## src/rtl/lfps_pkg.sv

```systemverilog
package lfps_pkg;

  localparam int unsigned SENSORS = 5;
  localparam int unsigned RAW_W = 10;
  localparam int unsigned PCT_W = 7;

  localparam int unsigned SCALE_MUL = 100;
  localparam int unsigned FULL_SCALE = 1023;
  localparam int unsigned INNER_WEIGHT = 40;
  // floor(m * 3277 / 2^16) == m / 20 for m up to 4100
  localparam int unsigned RECIP20 = 3277;
  // floor(y * 1598 / 2^16) is y / 41 or one below it for y up to 8200
  localparam int unsigned RECIP41 = 1598;
  localparam int unsigned MAP_MUL = 20;
  localparam int unsigned MAP_DIV = 41;
  localparam int unsigned D_OFFSET = 205;
  localparam int unsigned E_OFFSET = 100;
  localparam int unsigned GAIN_DIV = 1000;
  localparam int unsigned DRIVE_LIM = 100;
  localparam int unsigned DIV_BITS = 16;
  // floor(r * 68719477 / 2^36) == r / 1000 for r below 2^26
  localparam int unsigned RECIP1000 = 68719477;
  localparam int unsigned RECIP_SHIFT = 36;
  localparam int unsigned RECIP_W = 27;
  localparam int unsigned QDEPTH = 2;

  localparam int unsigned CFG_IDX_W = 3;
  localparam int unsigned CFG_DATA_W = 17;

  typedef enum logic [1:0] {
    ST_TRACK  = 2'd0,
    ST_FINISH = 2'd1,
    ST_LOST   = 2'd2
  } status_e;

  typedef enum logic [2:0] {
    CFG_BORDER = 3'd0,
    CFG_BASE   = 3'd1,
    CFG_KP     = 3'd2,
    CFG_KD     = 3'd3,
    CFG_KI     = 3'd4
  } cfg_idx_e;

  typedef struct packed {
    logic [6:0]        border;
    logic signed [7:0] base;
    logic [15:0]       kp;
    logic [16:0]       kd;
    logic [15:0]       ki;
  } cfg_t;

  localparam cfg_t CFG_RESET = '{
    border: 7'd50,
    base:   8'sd40,
    kp:     16'd8000,
    kd:     17'd64000,
    ki:     16'd3
  };

  typedef struct packed {
    status_e           status;
    logic signed [7:0] err;
  } step_t;

  typedef enum logic [2:0] {
    F_IDLE,
    F_SCALE,
    F_SUM,
    F_QUOT,
    F_MAP,
    F_RECIP,
    F_FIX,
    F_PUSH
  } front_state_e;

  typedef enum logic [2:0] {
    B_IDLE,
    B_MUL,
    B_COMB,
    B_DIV,
    B_DONE
  } back_state_e;

endpackage

```

## src/rtl/lfps_queue.sv

```systemverilog
module lfps_queue (
  input  logic            clk_i,
  input  logic            rst_ni,
  input  logic            push_i,
  input  lfps_pkg::step_t push_data_i,
  output logic            full_o,
  input  logic            pop_i,
  output logic            valid_o,
  output lfps_pkg::step_t pop_data_o
);

  localparam int unsigned PTR_W = $clog2(lfps_pkg::QDEPTH);
  localparam int unsigned CNT_W = $clog2(lfps_pkg::QDEPTH + 1);

  lfps_pkg::step_t mem_q [lfps_pkg::QDEPTH];
  logic [PTR_W-1:0] wr_ptr_q, rd_ptr_q;
  logic [CNT_W-1:0] cnt_q;

  assign full_o = (cnt_q == CNT_W'(lfps_pkg::QDEPTH));
  assign valid_o = (cnt_q != '0);
  assign pop_data_o = mem_q[rd_ptr_q];

  always_ff @(posedge clk_i or negedge rst_ni) begin
    if (!rst_ni) begin
      wr_ptr_q <= '0;
      rd_ptr_q <= '0;
      cnt_q <= '0;
    end else begin
      if (push_i) wr_ptr_q <= wr_ptr_q + PTR_W'(1);
      if (pop_i) rd_ptr_q <= rd_ptr_q + PTR_W'(1);
      case ({push_i, pop_i})
        2'b10:   cnt_q <= cnt_q + CNT_W'(1);
        2'b01:   cnt_q <= cnt_q - CNT_W'(1);
        default: cnt_q <= cnt_q;
      endcase
    end
  end

  always_ff @(posedge clk_i) begin
    if (push_i) mem_q[wr_ptr_q] <= push_data_i;
  end

endmodule

```

## config.mk

```make
export PLATFORM = sky130hd
export DESIGN_NAME = lfps_queue
export DESIGN_NICKNAME = d
export VERILOG_FILES = /design/src/rtl/lfps_pkg.sv /design/src/rtl/lfps_queue.sv
export SDC_FILE = /design/constraint.sdc
export NUM_CORES = 1
export LEC_CHECK = 0
export BUFFER_PORTS_ARGS = -buffer_cell sky130_fd_sc_hd__buf_4
export CAP_MARGIN = 10
export CELL_PAD_IN_SITES_DETAIL_PLACEMENT = 0
export CELL_PAD_IN_SITES_GLOBAL_PLACEMENT = 1
export CORE_ASPECT_RATIO = 1.4
export CORE_MARGIN = 8
export CORE_UTILIZATION = 39
export CTS_BUF_LIST = sky130_fd_sc_hd__clkbuf_4
export DETAILED_ROUTE_END_ITERATION = 8
export GPL_ROUTABILITY_DRIVEN = 0
export GPL_TIMING_DRIVEN = 0
export PLACE_DENSITY_LB_ADDON = 0.3
export SLEW_MARGIN = 30
export SYNTH_ARGS = -nofsm -noshare
export SYNTH_HDL_FRONTEND = slang
export SYNTH_SLANG_ARGS = --single-unit
export TNS_END_PERCENT = 30
```

## constraint.sdc

```tcl
create_clock -name clk_i -period 1.2 [get_ports clk_i]
set_input_delay 0.06 -clock clk_i [delete_from_list [all_inputs] [get_ports clk_i]]
set_output_delay 0.06 -clock clk_i [all_outputs]
set_load 0.05 [all_outputs]
```

==> reports/metrics.cfg <==
[die]
ios=26
die_h_um=73.14
core_mm2=0.002202
start_util_pct=41.31
core.rowCount=20
dieWidth_um=56.82
dieArea_mm2=0.004155

[place]
place_area_mm2=0.001127
hpwl_mm=1.183
dpl.cell_count=94
numPortBuffers=25

[global_route]
antenna_found_initial=0
grt_pass1_wl_mm=3.022
grt_pass1_vias=642
grt_use_total_pct=9.263
grt_overflow=0
grt_start_max_net_pins=14

[logic_synthesis]
synth_fa_ha_area_share_pct=1.376
synth_xor_area_share_pct=4.814
yosys.area_share.simple_pct=3.164
syn_avg_cell_area_um2=19.35
synth_compound_area_share_pct=0
synth_cell_types=12
syn_inst=47
ys_warn_count=0
synthMuxAreaShare_pct=12.38
syn_area_um2=909.6
synth_top_family_by_area=multiplexers
ys_ff_latch=24
syn-num-nets=62
seq_area_frac_synth_pct=77.03

[clocking]
clkSinkCount=24
clkTransAtPathRegs_ns=0.12
cts-buffers-inserted=3
worstSkewPairLatency_ns=0.30
clockBufferDepth=2
clock-root-buffer=clkbuf_4
cts_tree=yes
htreeDepth=1

[route]
wl_met2_mm=1.043
drtIter0Drc=6
drt-pass1-iter-count=2
postRouteAntennaNets=0
wl_mm=1.789
wire_per_inst_um=15.69
wl_met3_um=96
wl_met1_um=634
maxUsedRoutingLayer=met4
drc=0
vias_per_cell=4.789
vias=546

[sta]
tightest_slew_ns=0.3193
relSlewSlack_pct=78.66
fmax_mhz=713.0
holdWs_ns=0.07438
setup_viol=11
skew_ns=0.004539
rsz0062_at_grt=true
tns_ns=-2.035
drv_slew=0
layout_min_cycle_time_ns=1.402
finalHoldViolCount=0
fin_ws_ns=-0.2025
period_share_pct=116.9

[outcome]
violations=negative setup slack
outcome=finished with violations

[critical_path]
rrSetupSlack_ns=0.13
critical_path.max_stage_delay_ns=0.43
worstSetupPathType=reg2out
reg2regPathDepth=1
cp_slowest_cell=dfrtp_1
cp_max_fo=5
path_cells=buf_6 > mux2_4 > buf_8
required_ns=1.14
cp-startpoint=rd_ptr_q
worstPathArrival_ns=1.34
timing.rr.end=mem_q[0][9]
cp-start-kind=flip-flop
worstReg2RegStart=wr_ptr_q
cp-end-kind=primary output

[layout]
finalInstanceArea_mm2=0.001435
n_antenna_cell=0
drive_gt1_share_pct=52.17
stdcell_count=114
area_delta_synth_final_pct=57.77
final_nets=108

[power]
power_frac_seq_pct=34.9
clockPowerShare_pct=9.6
worst_ir_drop_vdd_v=0.001813
switching_share_pct=38.87
combPwrFrac_pct=55.5
cellPowerDensity_mw_per_mm2=2467
p_int_mw=2.164
p_leak_nw=0.5957
p_sw_mw=1.376

[worst_hold_path]
hold_path_class=in2async

[run]
drv_cap=0

per-layer routing:
layer  vias up  track usage, %
met2        12           16.87
li1        261               -
met4         0           3.927
met1       271           9.359
met3         2           2.962
met5         -               0
cell type report:
cell class	instances	area (um2)
Timing Repair Buffer	41	422.9
Clock inverter	1	3.754
Sequential cell	24	700.7
Clock buffer	3	22.52
Fill cell	160	767.0
Tap cell	22	27.53
Multi-Input combinational cell	21	242.7
Buffer	1	11.26
Inverter	1	3.754
timing repair:
action | 4_1_cts | 5_1_grt
hold endpoints to repair | 26 | 0
gates cloned | 1 | 0
hold buffers | 13 | 0
buffers inserted | 2 | 0
pin swaps | 0 | 0
gates resized for setup | 35 | 2
setup endpoints to repair | 32 | 13
registers in the layout, summed over array words and instances, names as in the netlist:
name and flops:
mem_q 20, cnt_q 2, rd_ptr_q 1, wr_ptr_q 1
power by group through the flow:
| stage | clock network [mW] | registers [mW] | logic (mW) |
|---|---|---|---|
| final | 0.341 | 1.24 | 1.96 |
| after global routing | 0.384 | 1.26 | 2.06 |
| after CTS | 0.351 | 1.24 | 1.98 |
| after detailed placement | 0 | 1.24 | 1.46 |
| after global placement | 0 | 1.22 | 1.45 |
| after floorplan | 0 | 1.21 | 1.07 |
logic make-up after synthesis:
logic type	count (synthesis)
adders and majority gates	1
xor gates and xnor gates	5
DFF	24
muxes	10
and+or+nand+nor	5
buffers and inverters	2
worst max-delay path, delay by kind of cell (launching register included):
family                 cells  cell delay, ns
buffers and inverters      2            0.30
DFF                        1            0.43
muxes                      1            0.31
Yosys cell counts:
cell	instances	share of area, %
mux2_2	10	12
inv_1	1	0.41
nor2_1	2	0.83
ha_1	1	1.4
xor2_1	3	2.9
edfxtp_1	20	66
and2b_2	1	0.96
buf_4	1	0.83
or2_2	1	0.69
dfrtp_1	4	11
xnor2_1	2	1.9
and2_1	1	0.69
worst max path at each step:
stage / end / slack (ns)
2_1_floorplan: mem_q[0][0] / 0.14
3_3_place_gp: mem_q[0][4] / -0.04
3_5_place_dp: mem_q[0][3] / -0.04
4_1_cts: pop_data_o[3] / -0.22
5_1_grt: pop_data_o[1] / -0.27
6_report: pop_data_o[6] / -0.20
through the flow:
| step | util, % | power, mW | setup WS (ns) |
|---|---|---|---|
| after global routing | 65.17 | 3.708 | -0.2671 |
| after detailed placement | 51.19 | 2.699 | -0.03658 |
| final | 65.17 | 3.540 | -0.2025 |
| after floorplan | - | 2.286 | 0.1380 |
| after global placement | 51.19 | 2.676 | -0.04118 |
| after CTS | 65.06 | 3.567 | -0.2156 |
placed cells by master, fill, tap and decap left out:
master	instances
clkbuf_4	3
mux2_4	9
clkinv_1	1
or2_2	1
and2b_2	1
edfxtp_1	20
xor2_1	3
dlygate4sd3_1	13
nor2_2	1
inv_2	1
nor2_4	1
mux2_2	1
buf_8	9
buf_6	5
and2_2	1
dfrtp_1	4
buf_4	15
xnor2_1	2
ha_1	1
Note: power is estimated with default switching activity, not from simulation.
