==> config.mk <==
export PLATFORM = sky130hd
export DESIGN_NAME = lfps_front
export DESIGN_NICKNAME = d
export VERILOG_FILES = /design/src/rtl/lfps_pkg.sv /design/src/rtl/lfps_front.sv
export SDC_FILE = /design/constraint.sdc
export NUM_CORES = 1
export LEC_CHECK = 0
export ABC_CLOCK_PERIOD_IN_PS = 12200
export BUFFER_PORTS_ARGS = -buffer_cell sky130_fd_sc_hd__buf_2
export CAP_MARGIN = 20
export CORE_ASPECT_RATIO = 1.1
export CORE_MARGIN = 8
export CORE_UTILIZATION = 55
export DETAILED_ROUTE_END_ITERATION = 7
export GPL_ROUTABILITY_DRIVEN = 0
export PLACE_DENSITY = 0.68
export SKIP_CTS_REPAIR_TIMING = 1
export SYNTH_ARGS = -nofsm -noshare
export SYNTH_HDL_FRONTEND = slang
export SYNTH_SLANG_ARGS = --single-unit
==> constraint.sdc <==
create_clock -name clk_i -period 12.2 [get_ports clk_i]
set_input_delay 2.44 -clock clk_i [delete_from_list [all_inputs] [get_ports clk_i]]
set_output_delay 2.44 -clock clk_i [all_outputs]
set_load 0.005 [all_outputs]
==> src/rtl/lfps_pkg.sv <==
package lfps_pkg;

  localparam int unsigned SENSORS = 5;
  localparam int unsigned RAW_W = 10;
  localparam int unsigned PCT_W = 7;

  localparam int unsigned SCALE_MUL = 100;
  localparam int unsigned FULL_SCALE = 1023;
  localparam int unsigned INNER_WEIGHT = 40;
  // floor(m * 3277 / 2^16) == m / 20 for m up to 4100
  localparam int unsigned RECIP20 = 3277;
  // floor(y * 1598 / 2^16) is y / 41 or one below it for y up to 8200
  localparam int unsigned RECIP41 = 1598;
  localparam int unsigned MAP_MUL = 20;
  localparam int unsigned MAP_DIV = 41;
  localparam int unsigned D_OFFSET = 205;
  localparam int unsigned E_OFFSET = 100;
  localparam int unsigned GAIN_DIV = 1000;
  localparam int unsigned DRIVE_LIM = 100;
  localparam int unsigned DIV_BITS = 16;
  // floor(r * 68719477 / 2^36) == r / 1000 for r below 2^26
  localparam int unsigned RECIP1000 = 68719477;
  localparam int unsigned RECIP_SHIFT = 36;
  localparam int unsigned RECIP_W = 27;
  localparam int unsigned QDEPTH = 2;

  localparam int unsigned CFG_IDX_W = 3;
  localparam int unsigned CFG_DATA_W = 17;

  typedef enum logic [1:0] {
    ST_TRACK  = 2'd0,
    ST_FINISH = 2'd1,
    ST_LOST   = 2'd2
  } status_e;

  typedef enum logic [2:0] {
    CFG_BORDER = 3'd0,
    CFG_BASE   = 3'd1,
    CFG_KP     = 3'd2,
    CFG_KD     = 3'd3,
    CFG_KI     = 3'd4
  } cfg_idx_e;

  typedef struct packed {
    logic [6:0]        border;
    logic signed [7:0] base;
    logic [15:0]       kp;
    logic [16:0]       kd;
    logic [15:0]       ki;
  } cfg_t;

  localparam cfg_t CFG_RESET = '{
    border: 7'd50,
    base:   8'sd40,
    kp:     16'd8000,
    kd:     17'd64000,
    ki:     16'd3
  };

  typedef struct packed {
    status_e           status;
    logic signed [7:0] err;
  } step_t;

  typedef enum logic [2:0] {
    F_IDLE,
    F_SCALE,
    F_SUM,
    F_QUOT,
    F_MAP,
    F_RECIP,
    F_FIX,
    F_PUSH
  } front_state_e;

  typedef enum logic [2:0] {
    B_IDLE,
    B_MUL,
    B_COMB,
    B_DIV,
    B_DONE
  } back_state_e;

endpackage

==> src/rtl/lfps_front.sv <==
module lfps_front (
  input  logic                                              clk_i,
  input  logic                                              rst_ni,
  input  logic                                              in_valid_i,
  output logic                                              in_stall_o,
  input  logic [lfps_pkg::SENSORS-1:0][lfps_pkg::RAW_W-1:0] raw_i,
  input  logic [6:0]                                        border_i,
  output logic                                              push_o,
  output lfps_pkg::step_t                                   push_data_o,
  input  logic                                              full_i
);

  lfps_pkg::front_state_e state_q, state_d;

  logic [lfps_pkg::SENSORS-1:0][lfps_pkg::RAW_W-1:0] raw_q;
  logic [lfps_pkg::SENSORS-1:0][lfps_pkg::PCT_W-1:0] pct_q, pct_d;
  logic [lfps_pkg::SENSORS-1:0]                      below, above;
  lfps_pkg::status_e                                 status_q, status_d;
  logic [13:0]                                       num_q, num_d;
  logic [12:0]                                       num_mag;
  logic [24:0]                                       quot_prod;
  logic [7:0]                                        quot;
  logic [8:0]                                        d_q, d_d;
  logic [9:0]                                        d_off;
  logic [13:0]                                       y_q, y_d;
  logic [23:0]                                       recip_prod;
  logic [7:0]                                        q0_q, q0_d;
  logic [13:0]                                       map_chk;
  logic [7:0]                                        map_q;
  logic signed [7:0]                                 err_q, err_d;

  // raw * 100 / 1023: shift by 1024 gives the quotient or one below it
  for (genvar k = 0; k < lfps_pkg::SENSORS; k++) begin : g_scale
    logic [16:0] prod;
    logic [6:0]  q0;
    logic [16:0] back_chk;
    assign prod = 17'(raw_q[k]) * 17'(lfps_pkg::SCALE_MUL);
    assign q0 = prod[16:10];
    assign back_chk = (17'(q0) + 17'd1) * 17'(lfps_pkg::FULL_SCALE);
    assign pct_d[k] = (back_chk <= prod) ? q0 + 7'd1 : q0;
    assign below[k] = pct_q[k] < border_i;
    assign above[k] = pct_q[k] > border_i;
  end

  always_comb begin
    if (&below) begin
      status_d = lfps_pkg::ST_FINISH;
    end else if (&above) begin
      status_d = lfps_pkg::ST_LOST;
    end else begin
      status_d = lfps_pkg::ST_TRACK;
    end
  end

  assign num_d = 14'(pct_q[0])
               + 14'(pct_q[1]) * 14'(lfps_pkg::INNER_WEIGHT)
               - 14'(pct_q[3]) * 14'(lfps_pkg::INNER_WEIGHT)
               - 14'(pct_q[4]);

  // divide by 20 on the magnitude, truncating toward zero
  assign num_mag = num_q[13] ? 13'(-num_q) : num_q[12:0];
  assign quot_prod = 25'(num_mag) * 25'(lfps_pkg::RECIP20);
  assign quot = quot_prod[23:16];
  assign d_d = num_q[13] ? 9'(-{1'b0, quot}) : {1'b0, quot};

  assign d_off = {d_q[8], d_q} + 10'(lfps_pkg::D_OFFSET);
  assign y_d = 14'(d_off) * 14'(lfps_pkg::MAP_MUL);

  assign recip_prod = 24'(y_q) * 24'(lfps_pkg::RECIP41);
  assign q0_d = recip_prod[23:16];

  assign map_chk = (14'(q0_q) + 14'd1) * 14'(lfps_pkg::MAP_DIV);
  assign map_q = (map_chk <= y_q) ? q0_q + 8'd1 : q0_q;
  assign err_d = (status_q == lfps_pkg::ST_TRACK) ? (map_q - 8'(lfps_pkg::E_OFFSET)) : 8'sd0;

  assign in_stall_o = (state_q != lfps_pkg::F_IDLE);
  assign push_data_o = '{status: status_q, err: err_q};

  always_comb begin
    state_d = state_q;
    push_o = 1'b0;
    case (state_q)
      lfps_pkg::F_IDLE: begin
        if (in_valid_i) state_d = lfps_pkg::F_SCALE;
      end
      lfps_pkg::F_SCALE: state_d = lfps_pkg::F_SUM;
      lfps_pkg::F_SUM:   state_d = lfps_pkg::F_QUOT;
      lfps_pkg::F_QUOT:  state_d = lfps_pkg::F_MAP;
      lfps_pkg::F_MAP:   state_d = lfps_pkg::F_RECIP;
      lfps_pkg::F_RECIP: state_d = lfps_pkg::F_FIX;
      lfps_pkg::F_FIX:   state_d = lfps_pkg::F_PUSH;
      lfps_pkg::F_PUSH: begin
        if (!full_i) begin
          push_o = 1'b1;
          state_d = lfps_pkg::F_IDLE;
        end
      end
      default: state_d = lfps_pkg::F_IDLE;
    endcase
  end

  always_ff @(posedge clk_i or negedge rst_ni) begin
    if (!rst_ni) begin
      state_q <= lfps_pkg::F_IDLE;
    end else begin
      state_q <= state_d;
    end
  end

  always_ff @(posedge clk_i) begin
    if (in_valid_i && !in_stall_o) raw_q <= raw_i;
    if (state_q == lfps_pkg::F_SCALE) pct_q <= pct_d;
    if (state_q == lfps_pkg::F_SUM) begin
      num_q <= num_d;
      status_q <= status_d;
    end
    if (state_q == lfps_pkg::F_QUOT) d_q <= d_d;
    if (state_q == lfps_pkg::F_MAP) y_q <= y_d;
    if (state_q == lfps_pkg::F_RECIP) q0_q <= q0_d;
    if (state_q == lfps_pkg::F_FIX) err_q <= err_d;
  end

endmodule

==> flow_summary.ini, run 1 <==
[floorplanning]
die_h_um = 256
boundaryPins = 73
initial_core_util = 0.554
die_w_um = 235
core_area_mm2 = 0.0522
rows = 88
die_area_mm2 = 0.0601

[clocking]
cts_buffers = 17
htreeDepth = 4
clk_pin_slew_ns = 0.06
cts_buffer_depth = 2
cts.sink_count = 141
ctsRootBufferMaster = clkbuf_16
cts_tree = done
clock_latency_ns = 0.49

[drt]
drt-total-wl_mm = 56.6
routed_via_density = 5.31
vias = 20094
wl_per_cell_um = 14.9
drt_iter0_drc = 625
ant_nets = 0
drc = 1
first_pass_iters = 8

[sta]
final_max_slew_viol_count = 0
holdWs_ns = 0.558
fmax_mhz = 97.3
hold_violations = 0
post-route-period-util = 0.842
worstMarginPinSlew_ns = 1.02
clock_skew_ns = 0.0127
rsz0062_at_grt = no
setup_viol = 0
fin_tns_setup_ns = 0
slew_headroom = 0.312
min_period_ns = 10.27
setup_ws_ns = 1.93

[cells_and_area]
n_fill_cell = 4460
final_area_mm2 = 0.0307
area_delta_synth_final_pct = 6.36
drive_gt1_frac = 0.0557
fin_nets = 4140

[synthesis]
synth_seq_area_share = 0.146
syn_inst = 3007
synth_edf_count = 138
yosys_warnings = 0
synth_ff_type = edfxtp_1
synth.cell_area_mm2 = 0.0289
async_reset_ff_frac = 0.0213
synth-seq-cells = 141
synth.avg_cell_area_um2 = 9.61
synth_nets = 4054
yosysUniqueCellTypes = 82

[flow_run]
drv_cap = 0

[worst_setup_path]
reg2reg_from = raw_q[13]
cp_data_arrival_time_ns = 10.50
slowest_stage = xnor2_1
crit_path_end_kind = register
crit_path_start = raw_q[13]
cp.required_ns = 12.43
crit_type = reg -> reg
critPathMaxFanout = 9
critPathLaunchType = register
reg2reg_depth = 33
max_stage_delay_ns = 0.68

[global_routing]
grt_pass1_vias = 21802
grt_pass1_wl_mm = 97.7
grt_max_degree = 51
grt_overflow = 0
track_usage = 0.196
grt_antenna_before_repair = 5

[hold_path]
hp-class = reg -> reg
worst_hold_startpoint = state_q[0]
whs_path_depth = 2

[place]
post-place-ws_ns = 1.98
dp_hpwl_mm = 49.8
io_buffers = 72
dpl_cell_area_mm2 = 0.0301

[status]
violations = design-rule violations
status = finished, violations left
cell usage in the layout (no fill, tap or decap), types with 14 or more instances in the layout:
master / netlist / final
ha_1: 750 / 750
clkbuf_16: 0 / 17
nand2_1: 90 / 90
nand3_1: 40 / 40
nor2b_1: 41 / 40
a21oi_1: 117 / 117
o21ai_1: 22 / 22
edfxtp_1: 138 / 138
nand4_1: 30 / 30
o21bai_1: 21 / 21
and3_1: 17 / 17
a21o_1: 63 / 63
fa_1: 236 / 236
nor3_1: 32 / 32
o21a_1: 32 / 32
nand2b_1: 21 / 21
xnor2_1: 206 / 206
o21ai_0: 63 / 63
xor2_1: 76 / 76
inv_1: 673 / 673
buf_2: 1 / 73
nor2_1: 114 / 113
or2_2: 14 / 14
and2_1: 17 / 17
synth_stat cells (14+ instances only):
cell type  instances  area, µm²
nand4_1           30        188
inv_1            673       2530
and2_1            17        106
or2_2             14       87.6
o21bai_1          21        158
edfxtp_1         138       4140
ha_1             750       9380
fa_1             236       4720
o21ai_1           22        110
and3_1            17        106
a21o_1            63        473
xor2_1            76        666
nand2b_1          21        131
nand3_1           40        200
nor2_1           114        428
nor2b_1           41        257
a21oi_1          117        586
xnor2_1          206       1800
o21a_1            32        240
nand2_1           90        338
o21ai_0           63        315
nor3_1            32        160
per-layer routing:
layer,track usage,part of all wire,up-vias
met5,0,0,-
met4,0.0638,0.024,0
met2,0.363,0.52,220
met1,0.226,0.43,9605
li1,-,-,10183
met3,0.0307,0.030,86
critical path, delay by kind of cell, from the launching register on:
family	cells	cell delay, ns
adders and majority gates	10	4.42
DFF	1	0.45
and+or+nand+nor	6	1.74
xor gates and xnor gates	4	1.44
buffers and inverters	4	0.31
AOI/OAI and AO/OA	9	1.66
stage by stage:
| step | std cells | util |
|---|---|---|
| after floorplan | 3007 | - |
| after global placement | 3745 | 0.576 |
| after CTS | 3779 | 0.588 |
| final | 3785 | 0.589 |
| after detailed placement | 3747 | 0.577 |
| after global routing | 3781 | 0.589 |
cell type report:
| cell class | count | area [µm²] | area share |
|---|---|---|---|
| Clock inverter | 15 | 184 | 0.00599 |
| Inverter | 677 | 2540 | 0.0827 |
| Timing Repair Buffer | 78 | 400 | 0.0130 |
| Antenna cell | 4 | 10.0 | 0.000326 |
| Clock buffer | 17 | 425 | 0.0138 |
| Multi-Input combinational cell | 2178 | 22100 | 0.719 |
| Sequential cell | 141 | 4220 | 0.137 |
| Tap cell | 675 | 845 | 0.0275 |
logic make-up (layout without fill, tap and decap cells):
| family | after synthesis | after routing | share of synthesized area |
|---|---|---|---|
| flip-flops | 141 | 141 | 0.146 |
| other | 0 | 4 | 0 |
| XOR/XNOR | 295 | 295 | 0.0932 |
| adder cells (fa/ha/maj) | 986 | 986 | 0.488 |
| AO/OA/AOI/OAI | 424 | 424 | 0.0978 |
| buffers and inverters | 688 | 787 | 0.0894 |
| multiplexers | 5 | 5 | 0.00178 |
| AND/OR/NAND/NOR | 468 | 468 | 0.0833 |
sequential cells by signal (all words and copies together), names as in the netlist:
signal	cells
pct_q	35
q0_q	8
d_q	9
status_q	2
y_q	12
num_q	14
state_q	3
raw_q	50
err_q	8
worst paths after layout:
check                              to  slack (ns)
setup / recovery            pct_q[13]        1.93
hold / removal             state_q[0]        0.56
setup reg to reg            pct_q[13]        1.93
hold reg to reg            state_q[0]        0.56
max in group asynchronous  state_q[1]       10.33
min in group asynchronous  state_q[0]        1.75
Power of run 1 is not shown: default switching activity piles up to over one toggle a cycle in this logic, so the estimate is an artifact.
==> run 2: changes to the inputs <==
--- a/config.mk
+++ b/config.mk
@@ -5,7 +5,7 @@
 export SDC_FILE = /design/constraint.sdc
 export NUM_CORES = 1
 export LEC_CHECK = 0
-export ABC_CLOCK_PERIOD_IN_PS = 12200
+export ABC_CLOCK_PERIOD_IN_PS = 10500
 export BUFFER_PORTS_ARGS = -buffer_cell sky130_fd_sc_hd__buf_2
 export CAP_MARGIN = 20
 export CORE_ASPECT_RATIO = 1.1
==> constraint.sdc (replaced) <==
create_clock -name clk_i -period 10.5 [get_ports clk_i]
set_input_delay 2.1 -clock clk_i [delete_from_list [all_inputs] [get_ports clk_i]]
set_output_delay 2.1 -clock clk_i [all_outputs]
set_load 0.005 [all_outputs]
==> run 2 against run 1 <==
The run now ends clean. Setup slack worse by 1.3 ns. Cell count is 0.13% higher. Non-clock buffer count is 5 higher. Core utilization is 0.20 points higher. Hold slack better by 0.0019 ns.
==> flow_summary.ini, run 2 (synthesized netlist as in run 1, its figures left out) <==
[worst_setup_path]
cp_data_arrival_time_ns = 10.05
slowest_stage = fa_1
critPathLaunchType = register
cp.required_ns = 10.72
max_stage_delay_ns = 0.68
crit_type = reg -> reg
crit_path_end_kind = register
crit_family = adder cells
critPathMaxFanout = 8
rrSetupSlack_ns = 0.66
crit_buf_inv = 4

[floorplanning]
die_area_mm2 = 0.0601
core_area_mm2 = 0.0522
rows = 88
boundaryPins = 73
die_w_um = 235
die_h_um = 256
initial_core_util = 0.554

[clocking]
cts_buffer_depth = 2
clk_pin_slew_ns = 0.07
cts_tree = done
ctsRootBufferMaster = clkbuf_16
htreeDepth = 4
clock_latency_ns = 0.48
cts.sink_count = 141
cts_buffers = 17

[drt]
drt_iter0_drc = 589
wl_per_cell_um = 14.9
vias = 20126
ant_nets = 0
routed_via_density = 5.31
drc = 0
first_pass_iters = 5
drt-total-wl_mm = 56.3

[global_routing]
grt_overflow = 0
grt_max_degree = 51
track_usage = 0.196
grt_pass1_vias = 21507
grt_antenna_before_repair = 5
grt_pass1_wl_mm = 97.6

[sta]
fin_tns_setup_ns = 0
fmax_mhz = 102
clock_skew_ns = 0.00819
slew_headroom = 0.397
post-route-period-util = 0.937
hold_violations = 0
final_max_slew_viol_count = 0
min_period_ns = 9.84
worstMarginPinSlew_ns = 0.898
rsz0062_at_grt = no
setup_viol = 0

[cells_and_area]
area_delta_synth_final_pct = 6.72
multi_input_area_mm2 = 0.0222
regArea_mm2 = 0.00422
largest_reg_flops = 50
drive_gt1_frac = 0.0611
final_common_cell = ha_1
largest_register = raw_q
fin_nets = 4145
n_fill_cell = 4487
largest_registers = raw_q (50), pct_q (35), num_q (14)
final_cell_mix = 750 x ha_1, 673 x inv_1, 235 x fa_1

[place]
dp_hpwl_mm = 49.7
io_buffers = 72

[flow_run]
drv_cap = 0

[hold_path]
hp-class = reg -> reg

[status]
status = finished, final reports clean
run 2: changes by cell type in the layout (fill, tap and decap cells not counted), sizes merged:
cell and change:
buf +7, clkbuf -2, clkinv -2, diode +1, inv +1
run 2: through the flow:
stage | std cells | worst slack [ns] | hold WS (ns) | utilization | instance area, µm²
final | 3790 | 0.665 | 0.560 | 0.591 | 30800
after CTS | 3780 | 0.387 | 0.566 | 0.589 | 30700
after global routing | 3785 | 0.00130 | 0.616 | 0.590 | 30800
after global placement | 3748 | 0.597 | 0.524 | 0.577 | 30100
after detailed placement | 3749 | 0.462 | 0.549 | 0.577 | 30100
after floorplan | 3007 | 1.40 | 0.504 | - | 28900
run 2: cell type report:
type | count | share of cell area
antenna | 5 | 0.000406
clock buffer | 17 | 0.0138
clock inverter | 14 | 0.00588
inverter | 677 | 0.0824
multi-input combinational | 2178 | 0.719
sequential | 141 | 0.137
tap | 675 | 0.0274
timing repair buffer | 83 | 0.0144
run 2: layer usage:
metal | GRT usage | share of wire | routed length, µm | vias up
li1 | - | - | - | 10198
met1 | 0.225 | 0.42 | 23700 | 9608
met2 | 0.365 | 0.53 | 29600 | 239
met3 | 0.0296 | 0.033 | 1870 | 81
met4 | 0.0608 | 0.020 | 1140 | 0
met5 | 0 | 0 | 0 | -
run 2: tightest hold or removal path, delay by kind of cell (launching register included):
kind	cells	cell delay (ns)
flops	1	0.40
simple gates	1	0.06
compound gates	1	0.06
run 2: final timing paths:
| check | from | end | cells past startpoint |
|---|---|---|---|
| max reg2reg | raw_q[13] | pct_q[13] | 34 |
| max in group asynchronous | rst_ni | state_q[0] | 1 |
| min in group asynchronous | rst_ni | state_q[2] | 1 |
| min | state_q[0] | state_q[0] | 2 |
| max | raw_q[13] | pct_q[13] | 34 |
| min reg2reg | state_q[0] | state_q[0] | 2 |
Power of run 2 is left out for the same reason.
==> run 3: changes to the inputs <==
--- a/config.mk
+++ b/config.mk
@@ -5,7 +5,8 @@
 export SDC_FILE = /design/constraint.sdc
 export NUM_CORES = 1
 export LEC_CHECK = 0
-export ABC_CLOCK_PERIOD_IN_PS = 10500
+export ABC_AREA = 1
+export ABC_CLOCK_PERIOD_IN_PS = 10780
 export BUFFER_PORTS_ARGS = -buffer_cell sky130_fd_sc_hd__buf_2
 export CAP_MARGIN = 20
 export CORE_ASPECT_RATIO = 1.1
@@ -13,7 +14,7 @@
 export CORE_UTILIZATION = 55
 export DETAILED_ROUTE_END_ITERATION = 7
 export GPL_ROUTABILITY_DRIVEN = 0
-export PLACE_DENSITY = 0.68
+export PLACE_DENSITY = 0.67
 export SKIP_CTS_REPAIR_TIMING = 1
 export SYNTH_ARGS = -nofsm -noshare
 export SYNTH_HDL_FRONTEND = slang
==> constraint.sdc (replaced) <==
create_clock -name clk_i -period 10.78 [get_ports clk_i]
set_input_delay 2.156 -clock clk_i [delete_from_list [all_inputs] [get_ports clk_i]]
set_output_delay 2.156 -clock clk_i [all_outputs]
set_load 0.005 [all_outputs]
==> run 3 against run 2 <==
Hold slack better by 0.052 ns. Cell count is 17% higher. First-iteration DRC count up 32%. Clock-buffer cell count unchanged. Setup slack improved by 0.81 ns. Critical path depth is 4 higher. Synthesized area up 4.8%. Maximum frequency rose by 5.7%.
==> flow_summary.ini, run 3 <==
[clocking]
cts_buffer_depth = 2
cts_tree = done
clk_pin_slew_ns = 0.08
cts_buffers = 17
ctsRootBufferMaster = clkbuf_16
cts.sink_count = 141
clock_latency_ns = 0.48
htreeDepth = 4

[global_routing]
grt_pass1_wl_mm = 105
grt_max_degree = 51
grt_antenna_before_repair = 0
grt_pass1_vias = 23224
grt_overflow = 0
track_usage = 0.203

[drt]
ant_nets = 0
drt-total-wl_mm = 60.1
drt_iter0_drc = 780
wl_per_cell_um = 13.5
routed_via_density = 5.06
drc = 0
first_pass_iters = 5
vias = 22552

[floorplanning]
core_area_mm2 = 0.0546
initial_core_util = 0.554
rows = 90
die_area_mm2 = 0.0628
boundaryPins = 73
die_w_um = 240
die_h_um = 262

[synthesis]
synth_ff_type = edfxtp_1
synth_nets = 4660
synth_top_cell_by_area = ha_1
synth_area_leaders = ha_1 31%, fa_1 16%, edfxtp_1 14%
synth_top_area_frac = 0.310
synth.cell_area_mm2 = 0.0303
yosys_warnings = 0
synth-seq-cells = 141
synth_seq_area_share = 0.139
async_reset_ff_frac = 0.0213
synth_common_cells = 872 x inv_1, 750 x ha_1, 518 x nand2_1, 236 x fa_1, 225 x a21oi_1
synth.avg_cell_area_um2 = 8.38
syn_inst = 3613
yosysUniqueCellTypes = 53
synth_most_common_cell = inv_1
synth_edf_count = 138

[worst_setup_path]
crit_type = reg -> reg
crit_family = adder cells
crit_top_cell = inv_1
crit_path_end_kind = register
cp_data_arrival_time_ns = 9.51
reg2reg_from = raw_q[43]
crit_buf_inv = 7
r2r-end = pct_q[32]
rrSetupSlack_ns = 1.48
max_stage_delay_ns = 0.59
critPathMaxFanout = 7
critPathLaunchType = register
reg2reg_depth = 38
cp.required_ns = 10.98
slowest_stage = xnor2_1

[hold_path]
whs_path_depth = 2
worst_hold_startpoint = state_q[1]
min_to = state_q[1]
hp-class = reg -> reg

[place]
io_buffers = 72
dp_hpwl_mm = 52.9

[cells_and_area]
drive_gt1_frac = 0.0525
fin_nets = 4751
largest_register = raw_q
final_cell_mix = 872 x inv_1, 750 x ha_1, 518 x nand2_1
area_delta_synth_final_pct = 6.35
largest_reg_flops = 50
largest_registers = raw_q (50), pct_q (35), num_q (14)
diodes = 0
final_common_cell = inv_1

[status]
status = finished, final reports clean

[sta]
worstMarginPinSlew_ns = 0.949
clock_skew_ns = 0.0141
hold_violations = 0
slew_headroom = 0.365
fin_tns_setup_ns = 0
fmax_mhz = 107
final_max_slew_viol_count = 0
rsz0062_at_grt = no
holdWs_ns = 0.612
min_period_ns = 9.30
post-route-period-util = 0.863
setup_viol = 0

[flow_run]
drv_cap = 0
[run 3: how the worst max path moves through the flow]
| stage | startpoint | endpoint | slack [ns] | cells after the start |
|---|---|---|---|---|
| after global routing | raw_q[23] | pct_q[18] | 0.67 | 38 |
| after floorplan | raw_q[34] | pct_q[25] | 2.37 | 43 |
| after detailed placement | raw_q[43] | pct_q[32] | 1.50 | 38 |
| after global placement | raw_q[23] | pct_q[18] | 1.55 | 38 |
| after CTS | raw_q[43] | pct_q[32] | 1.47 | 38 |
| final | raw_q[43] | pct_q[32] | 1.48 | 38 |
[run 3: worst min-delay path, delay by kind of cell, from the launching register on]
kind	cells	cell delay, ns
DFF	1	0.40
buffers and inverters	1	0.11
AOI/OAI and AO/OA	1	0.07
[run 3: metrics by stage]
stage / setup WS, ns / area, µm² / utilization / instances
finish: 1.48 / 32200 / 0.589 / 4453
global route: 0.674 / 32200 / 0.589 / 4453
CTS: 1.47 / 32200 / 0.589 / 4450
detailed placement: 1.50 / 31500 / 0.578 / 4418
global placement: 1.55 / 31500 / 0.578 / 4417
floorplan: 2.37 / 30300 / - / 3613
[run 3: logic make-up after synthesis]
kind of cell             after synthesis  synth area share
adder cells (fa/ha/maj)              986             0.466
AND/OR/NAND/NOR                      934             0.135
buffers and inverters                891             0.111
AO/OA/AOI/OAI                        443            0.0806
XOR/XNOR                             218            0.0678
flip-flops                           141             0.139
[run 3: metal layers]
layer  track usage  wire length [µm]  up-vias
met1         0.247             27200    10401
li1              -                 -    11817
met4        0.0687              1580        0
met2         0.366             29900      244
met5             0                 0        -
met3        0.0251              1390       90
[run 3: cell type report]
class                           instances  area, µm²
Tap cell                              736        921
Timing Repair Buffer                   80        425
Sequential cell                       141       4220
Multi-Input combinational cell       2581      22700
Inverter                              883       3310
Fill cell                            5091      22400
Clock buffer                           17        425
Clock inverter                         15        189
Power of run 3 is left out for the same reason.
